**src/rtl/core/consistent_hash_ring_core_defines.svh**
```systemverilog
// assertion macros shared by the consistent hash ring rtl
`ifndef CONSISTENT_HASH_RING_CORE_DEFINES_SVH
`define CONSISTENT_HASH_RING_CORE_DEFINES_SVH

// same-cycle implication, checked on every rising edge out of reset
`define CHR_ASSERT_IMPL(lbl, clk, rst_n, ante, cons) \
  lbl: assert property (@(posedge clk) disable iff (!rst_n) (ante) |-> (cons)) \
    else $error("chr check failed");

// next-cycle implication
`define CHR_ASSERT_NEXT(lbl, clk, rst_n, ante, cons) \
  lbl: assert property (@(posedge clk) disable iff (!rst_n) (ante) |=> (cons)) \
    else $error("chr check failed");

`endif

```
**src/rtl/core/chr_pkg.sv**
```systemverilog
// types and codes shared by the consistent hash ring modules
package chr_pkg;

  localparam int unsigned KEY_W     = 32;
  localparam int unsigned OUT_TAG_W = 8;
  localparam int unsigned TAG_MAX_W = 16;
  localparam int unsigned STATUS_W  = 3;

  // opcodes
  localparam logic OP_INSERT = 1'b0;
  localparam logic OP_LOOKUP = 1'b1;

  // result status codes
  localparam logic [STATUS_W-1:0] ST_INSERTED = 3'd0;
  localparam logic [STATUS_W-1:0] ST_FOUND    = 3'd1;
  localparam logic [STATUS_W-1:0] ST_EMPTY    = 3'd2;
  localparam logic [STATUS_W-1:0] ST_FULL     = 3'd3;
  localparam logic [STATUS_W-1:0] ST_COLLIDED = 3'd4;

  // command broadcast to every cell
  typedef struct packed {
    logic             cmp_en;
    logic             wr_en;
    logic [KEY_W-1:0] key;
  } chr_cmd_t;

  // reduced answer of the whole row
  typedef struct packed {
    logic                 eq_any;
    logic                 ge_any;
    logic [KEY_W-1:0]     key;
    logic [TAG_MAX_W-1:0] tag;
  } chr_red_t;

endpackage

```
**src/rtl/core/chr_cell.sv**
```systemverilog
// one ring cell: holds a key and tag, compares, shifts up on insert
module chr_cell #(
  parameter int unsigned INDEX    = 0,
  parameter int unsigned CNT_W    = 9,
  parameter int unsigned TAG_BITS = 8
) (
  input  logic                    clk_i,
  input  logic                    rst_ni,
  input  chr_pkg::chr_cmd_t       cmd_i,
  input  logic [TAG_BITS-1:0]     new_tag_i,
  input  logic [CNT_W-1:0]        count_i,
  input  logic                    prev_ge_i,
  input  logic [chr_pkg::KEY_W-1:0] prev_key_i,
  input  logic [TAG_BITS-1:0]     prev_tag_i,
  output logic [chr_pkg::KEY_W-1:0] key_o,
  output logic [TAG_BITS-1:0]     tag_o,
  output logic                    ge_o,
  output logic                    eq_o,
  output logic                    hit_o,
  output logic [chr_pkg::KEY_W-1:0] sel_key_o,
  output logic [TAG_BITS-1:0]     sel_tag_o
);
  import chr_pkg::*;

  logic [KEY_W-1:0]    key_q;
  logic [TAG_BITS-1:0] tag_q;
  logic                ge_q, eq_q;
  logic                occ;
  logic                at_end;

  assign occ    = CNT_W'(INDEX) < count_i;
  assign at_end = CNT_W'(INDEX) == count_i;

  // compare flags against the broadcast key
  always_ff @(posedge clk_i or negedge rst_ni) begin
    if (!rst_ni) begin
      ge_q <= 1'b0;
      eq_q <= 1'b0;
    end else if (cmd_i.cmp_en) begin
      ge_q <= occ && (key_q >= cmd_i.key);
      eq_q <= occ && (key_q == cmd_i.key);
    end
  end

  // sorted insert: cells above the slot take the neighbor's entry, the slot takes the new key
  always_ff @(posedge clk_i) begin
    if (cmd_i.wr_en && (ge_q || at_end)) begin
      if (prev_ge_i) begin
        key_q <= prev_key_i;
        tag_q <= prev_tag_i;
      end else begin
        key_q <= cmd_i.key;
        tag_q <= new_tag_i;
      end
    end
  end

  // first cell at or above the key is the hit
  assign hit_o     = ge_q && !prev_ge_i;
  assign sel_key_o = hit_o ? key_q : '0;
  assign sel_tag_o = hit_o ? tag_q : '0;
  assign key_o     = key_q;
  assign tag_o     = tag_q;
  assign ge_o      = ge_q;
  assign eq_o      = eq_q;

endmodule

```
**config.mk**
```make
export PLATFORM = sky130hd
export DESIGN_NAME = chr_cell
export DESIGN_NICKNAME = d
export VERILOG_FILES = /design/src/rtl/core/consistent_hash_ring_core_defines.svh /design/src/rtl/core/chr_pkg.sv /design/src/rtl/core/chr_cell.sv
export SDC_FILE = /design/constraint.sdc
export NUM_CORES = 1
export LEC_CHECK = 0
export BUFFER_PORTS_ARGS = -buffer_cell sky130_fd_sc_hd__buf_4
export CORE_MARGIN = 1.5
export CORE_UTILIZATION = 35
export CTS_CLUSTER_SIZE = 8
export DETAILED_ROUTE_END_ITERATION = 7
export GPL_ROUTABILITY_DRIVEN = 0
export PLACE_DENSITY = 0.64
export SYNTH_ARGS = -nofsm -noshare
export SYNTH_HDL_FRONTEND = slang
export SYNTH_SLANG_ARGS = --single-unit
```
**constraint.sdc**
```tcl
create_clock -name clk_i -period 4.4 [get_ports clk_i]
set_input_delay 0 -clock clk_i [delete_from_list [all_inputs] [get_ports clk_i]]
set_output_delay 0 -clock clk_i [all_outputs]
set_load 0.005 [all_outputs]
```
==> flow_summary.html <==
<table>
<tr><th>Metric</th><th>Value</th></tr>
<tr><th colspan="2">Finish</th></tr>
<tr><td>Fraction of layout instances using a drive strength above 1</td><td>40.0%</td></tr>
<tr><td>Total of fill cells in the finished design</td><td>693</td></tr>
<tr><td>Number of standard cells in the layout, taps in and fillers out</td><td>590</td></tr>
<tr><td>Area added between synthesis and finish</td><td>64.0%</td></tr>
<tr><td>Count of antenna diodes in the layout</td><td>0</td></tr>
<tr><td>Layout Nets</td><td>614</td></tr>
<tr><td>Final design instance area without fill</td><td>4580 um^2</td></tr>
<tr><th colspan="2">Worst setup path</th></tr>
<tr><td>End of the worst register-to-register path</td><td>ge_o$_DFFE_PN0P_</td></tr>
<tr><td>Crit path kind</td><td>flip-flop to flip-flop</td></tr>
<tr><td>Signal arrival time at the worst endpoint</td><td>2.24 ns</td></tr>
<tr><td>Series of cell instances along the critical path</td><td>ha_1 &gt; nand4_1 &gt; or3_1 &gt; or3_1 &gt; o2111a_1 &gt; o221ai_2</td></tr>
<tr><td>Data required time at the worst endpoint</td><td>4.61 ns</td></tr>
<tr><td>Delay of the slowest cell on the worst path</td><td>0.42 ns</td></tr>
<tr><td>Biggest fanout along the worst timing path</td><td>3</td></tr>
<tr><td>Crit path top cell by count</td><td>or3_1</td></tr>
<tr><td>Critical path's slowest cell</td><td>edfxtp_1</td></tr>
<tr><td>Crit path launch type</td><td>flip-flop</td></tr>
<tr><td>Critical Path End Type</td><td>flip-flop</td></tr>
<tr><td>Number of cells on the worst reg-to-reg path</td><td>6</td></tr>
<tr><td>Reg2reg setup slack</td><td>2.37 ns</td></tr>
<tr><td>Worst r2r src</td><td>key_o[14]$_DFFE_PP_</td></tr>
<tr><th colspan="2">Synth</th></tr>
<tr><td>Fraction of the mapped netlist area in adder cells</td><td>14.3%</td></tr>
<tr><td>Synth cell types</td><td>29</td></tr>
<tr><td>Syn_area_per_cell</td><td>9.74 um^2</td></tr>
<tr><td>Number of standard cells after synthesis</td><td>287</td></tr>
<tr><td>Mux cell area share after synthesis</td><td>3.63%</td></tr>
<tr><td>Share of the synthesized netlist area taken by xor and xnor gates</td><td>0%</td></tr>
<tr><td>Count of flip-flops with a built-in enable after synthesis</td><td>40</td></tr>
<tr><td>Sequential share of the synthesized area</td><td>44.8%</td></tr>
<tr><td>Post-Synthesis Net Count</td><td>413</td></tr>
<tr><td>Main combinational cell family by area after synthesis</td><td>simple AND/OR/NAND/NOR gates</td></tr>
<tr><td>Number of storage elements in the synthesis netlist</td><td>42</td></tr>
<tr><td>Post-synth top area cell</td><td>edfxtp_1</td></tr>
<tr><td>Main synth FF type</td><td>edfxtp_1</td></tr>
<tr><td>Largest cells by area after synthesis</td><td>edfxtp_1 (43%), ha_1 (14%), and2_1 (8.7%)</td></tr>
<tr><td>Post-synthesis share of cell area spent on and, or, nand and nor gates</td><td>18.7%</td></tr>
<tr><td>Share of Yosys cell area claimed by the top area cell type</td><td>43.0%</td></tr>
<tr><td>Synthesized area</td><td>2800 um^2</td></tr>
<tr><td>Yosys warning count</td><td>0</td></tr>
<tr><td>Ys async rst share</td><td>4.76%</td></tr>
<tr><td>Area fraction in compound gates after synthesis</td><td>12.4%</td></tr>
<tr><th colspan="2">Global route</th></tr>
<tr><td>GR Util met1</td><td>22.0%</td></tr>
<tr><td>Global-route track usage on met3</td><td>4.52%</td></tr>
<tr><td>Met2 routing resource usage after global routing</td><td>33.8%</td></tr>
<tr><td>First-pass GRT wire length</td><td>12500 um</td></tr>
<tr><td>Global-route usage over all layers</td><td>18.7%</td></tr>
<tr><td>Number of antenna violations at the first check in global routing</td><td>0</td></tr>
<tr><td>Pin count of the biggest net entering global routing</td><td>74</td></tr>
<tr><td>Vias in the first global route</td><td>2678</td></tr>
<tr><td>Grt total ovfl</td><td>0</td></tr>
<tr><td>Most utilized layer in the global route result</td><td>met2</td></tr>
<tr><th colspan="2">Floorplanning</th></tr>
<tr><td>Initial core utilization</td><td>36.2%</td></tr>
<tr><td>Cell Rows</td><td>32</td></tr>
<tr><td>Core Box Area</td><td>7730 um^2</td></tr>
<tr><td>Floorplan die area</td><td>8530 um^2</td></tr>
<tr><td>Top Ports</td><td>177</td></tr>
<tr><td>Height of the chip</td><td>92.4 um</td></tr>
<tr><td>Die X</td><td>92.4 um</td></tr>
<tr><th colspan="2">CTS</th></tr>
<tr><td>CTS tree</td><td>built</td></tr>
<tr><td>Worst-Skew Late Latency</td><td>0.29 ns</td></tr>
<tr><td>H-tree Lvls</td><td>2</td></tr>
<tr><td>Clock transition at the registers of the reported paths</td><td>0.08 ns</td></tr>
<tr><td>Number of buffers on the longest clock path</td><td>2</td></tr>
<tr><td>Total CTS buffers</td><td>5</td></tr>
<tr><td>Number of setup buffers added after CTS</td><td>0</td></tr>
<tr><td>Count of clock tree sinks</td><td>42</td></tr>
<tr><td>Clock root buffer master</td><td>clkbuf_8</td></tr>
<tr><th colspan="2">Placement</th></tr>
<tr><td>Post-detailed-placement half-perimeter wirelength</td><td>6000 um</td></tr>
<tr><td>Worst setup timing slack at the placement stage</td><td>2.13 ns</td></tr>
<tr><td>Total placed cells including tap cells</td><td>554</td></tr>
<tr><td>Dpl cell area</td><td>4220 um^2</td></tr>
<tr><td>Number of port buffers</td><td>176</td></tr>
<tr><th colspan="2">Drt</th></tr>
<tr><td>First-pass DRT Iterations</td><td>4</td></tr>
<tr><td>Antenna viol nets, final</td><td>0</td></tr>
<tr><td>Post-detailed-route wirelength per cell</td><td>13.5 um</td></tr>
<tr><td>Remaining design rule violation count</td><td>0</td></tr>
<tr><td>Total wirelength of the detailed-routed design</td><td>7960 um</td></tr>
<tr><td>Via density per instance</td><td>4.70</td></tr>
<tr><td>Iter 0 DRT Violations</td><td>96</td></tr>
<tr><td>Routed via count</td><td>2771</td></tr>
<tr><th colspan="2">Timing</th></tr>
<tr><td>Slew headroom</td><td>23.5%</td></tr>
<tr><td>Achievable Freq</td><td>493 MHz</td></tr>
<tr><td>Final-report max-slew violation count</td><td>0</td></tr>
<tr><td>Share of the clock period used by the worst path</td><td>46.1%</td></tr>
<tr><td>Final-layout worst hold slack</td><td>0.00451 ns</td></tr>
<tr><td>Slew at the pin with the worst max-slew slack</td><td>1.14 ns</td></tr>
<tr><td>Final setup violating endpoints</td><td>0</td></tr>
<tr><td>Unrepaired setup endpoints after global routing</td><td>false</td></tr>
<tr><td>Largest clock skew in the final design</td><td>0.00537 ns</td></tr>
<tr><td>Final worst-path setup slack</td><td>2.37 ns</td></tr>
<tr><td>Final sum of negative setup slack</td><td>0 ns</td></tr>
<tr><td>Final hold violations</td><td>0</td></tr>
<tr><td>Tmin final</td><td>2.03 ns</td></tr>
<tr><th colspan="2">Hold path</th></tr>
<tr><td>Classification of the worst-slack hold path</td><td>input pin to flip-flop</td></tr>
<tr><td>Hold path startpoint</td><td>prev_key_i[10]</td></tr>
<tr><td>End of the worst hold path</td><td>key_o[10]$_DFFE_PP_</td></tr>
<tr><td>Number of cells on the worst hold path</td><td>3</td></tr>
<tr><th colspan="2">Outcome</th></tr>
<tr><td>Result of the run</td><td>finished, final reports clean</td></tr>
<tr><th colspan="2">Power</th></tr>
<tr><td>Reported leakage power</td><td>2.25 nW</td></tr>
<tr><td>Pwr dens</td><td>223 nW/um^2</td></tr>
<tr><td>Worst voltage drop across the vdd grid</td><td>0.147 mV</td></tr>
<tr><th colspan="2">Run</th></tr>
<tr><td>Max cap viols</td><td>0</td></tr>
</table>
==> how the worst max path moves through the flow <==
stage                             start  slack, ns  cells past startpoint                  to
global placement             count_i[5]       2.22                      4  tag_o[3]$_DFFE_PP_
floorplan                    count_i[5]       1.70                      3  key_o[0]$_DFFE_PP_
finish              key_o[14]$_DFFE_PP_       2.37                      6    ge_o$_DFFE_PN0P_
CTS                 key_o[14]$_DFFE_PP_       2.35                      6    ge_o$_DFFE_PN0P_
detailed placement           count_i[5]       2.13                      4  tag_o[0]$_DFFE_PP_
global route        key_o[14]$_DFFE_PP_       2.25                      6    ge_o$_DFFE_PN0P_
==> power by group <==
part	leakage [nW]	internal (mW)	switching, mW
registers	0.399	0.473	0.0175
clock network	0.0383	0.109	0.126
logic	1.81	0.174	0.123
total	2.25	0.757	0.266
==> placed cells by master (no fill, tap or decap), types with 4 or more instances in the layout <==
cell / n
edfxtp_1: 40
mux2_2: 9
nand4_1: 5
nand3_1: 4
buf_4: 177
a21o_1: 6
and2_1: 39
o21ai_0: 33
clkbuf_8: 5
dlygate4sd3_1: 29
inv_1: 34
ha_1: 32
nand2_1: 36
a21oi_1: 11
and4_1: 4
==> what timing repair did <==
action / 4_1_cts / 5_1_grt
gates resized for setup: 0 / 0
setup endpoints to repair: 0 / 0
hold buffers: 29 / 0
endpoints found under the hold margin: 30 / 0
==> layout make-up <==
type                            instances  area, um^2  area share (%)
Multi-Input combinational cell        199        1380            30.1
Tap cell                              102         128            2.78
Sequential cell                        42        1250            27.3
Timing Repair Buffer                  206        1620            35.3
Clock buffer                            7        76.3            1.67
Inverter                               34         128            2.78
==> synth_stat cells, drive strengths merged (2+ instances only) <==
| cell | instances |
|---|---|
| edfxtp | 40 |
| and2 | 39 |
| nand2 | 36 |
| inv | 34 |
| o21ai | 33 |
| ha | 32 |
| a21oi | 11 |
| clkbuf | 9 |
| mux2 | 9 |
| a21o | 6 |
| nand4 | 5 |
| and4 | 4 |
| nand3 | 4 |
| nor2 | 4 |
| buf | 3 |
| dfrtp | 2 |
| nor2b | 2 |
| nor3 | 2 |
| or3 | 2 |
==> sequential cells by signal, indices dropped and copies added, names as in the netlist <==
| signal | count |
|---|---|
| ge_o | 1 |
| key_o | 32 |
| eq_o | 1 |
| tag_o | 8 |
==> stage by stage <==
stage / utilization [%] / power (mW)
2_1_floorplan: - / 0.615
3_3_place_gp: 54.6 / 0.774
3_5_place_dp: 54.6 / 0.780
4_1_cts: 59.3 / 1.04
5_1_grt: 59.3 / 1.08
6_report: 59.3 / 1.02
==> routing by layer <==
| layer | up-vias | wire, um |
|---|---|---|
| met5 | - | 0 |
| met4 | 0 | 78 |
| met3 | 8 | 604 |
| met2 | 106 | 3970 |
| met1 | 1255 | 3310 |
| li1 | 1402 | - |
==> kinds of logic after synthesis <==
kind of cell               count (synthesis)
AOI/OAI and AO/OA                         59
adders and majority gates                 32
and+or+nand+nor                           99
DFF                                       42
muxes                                      9
buffers and inverters                     46
==> worst max-delay path: cells and delay by family, from the launching register on <==
family          cells  cell delay (ns)
simple gates        3             0.92
flops               1             0.42
compound gates      2             0.27
fa+ha+maj           1             0.34
Power figures use the tool's default switching activity.
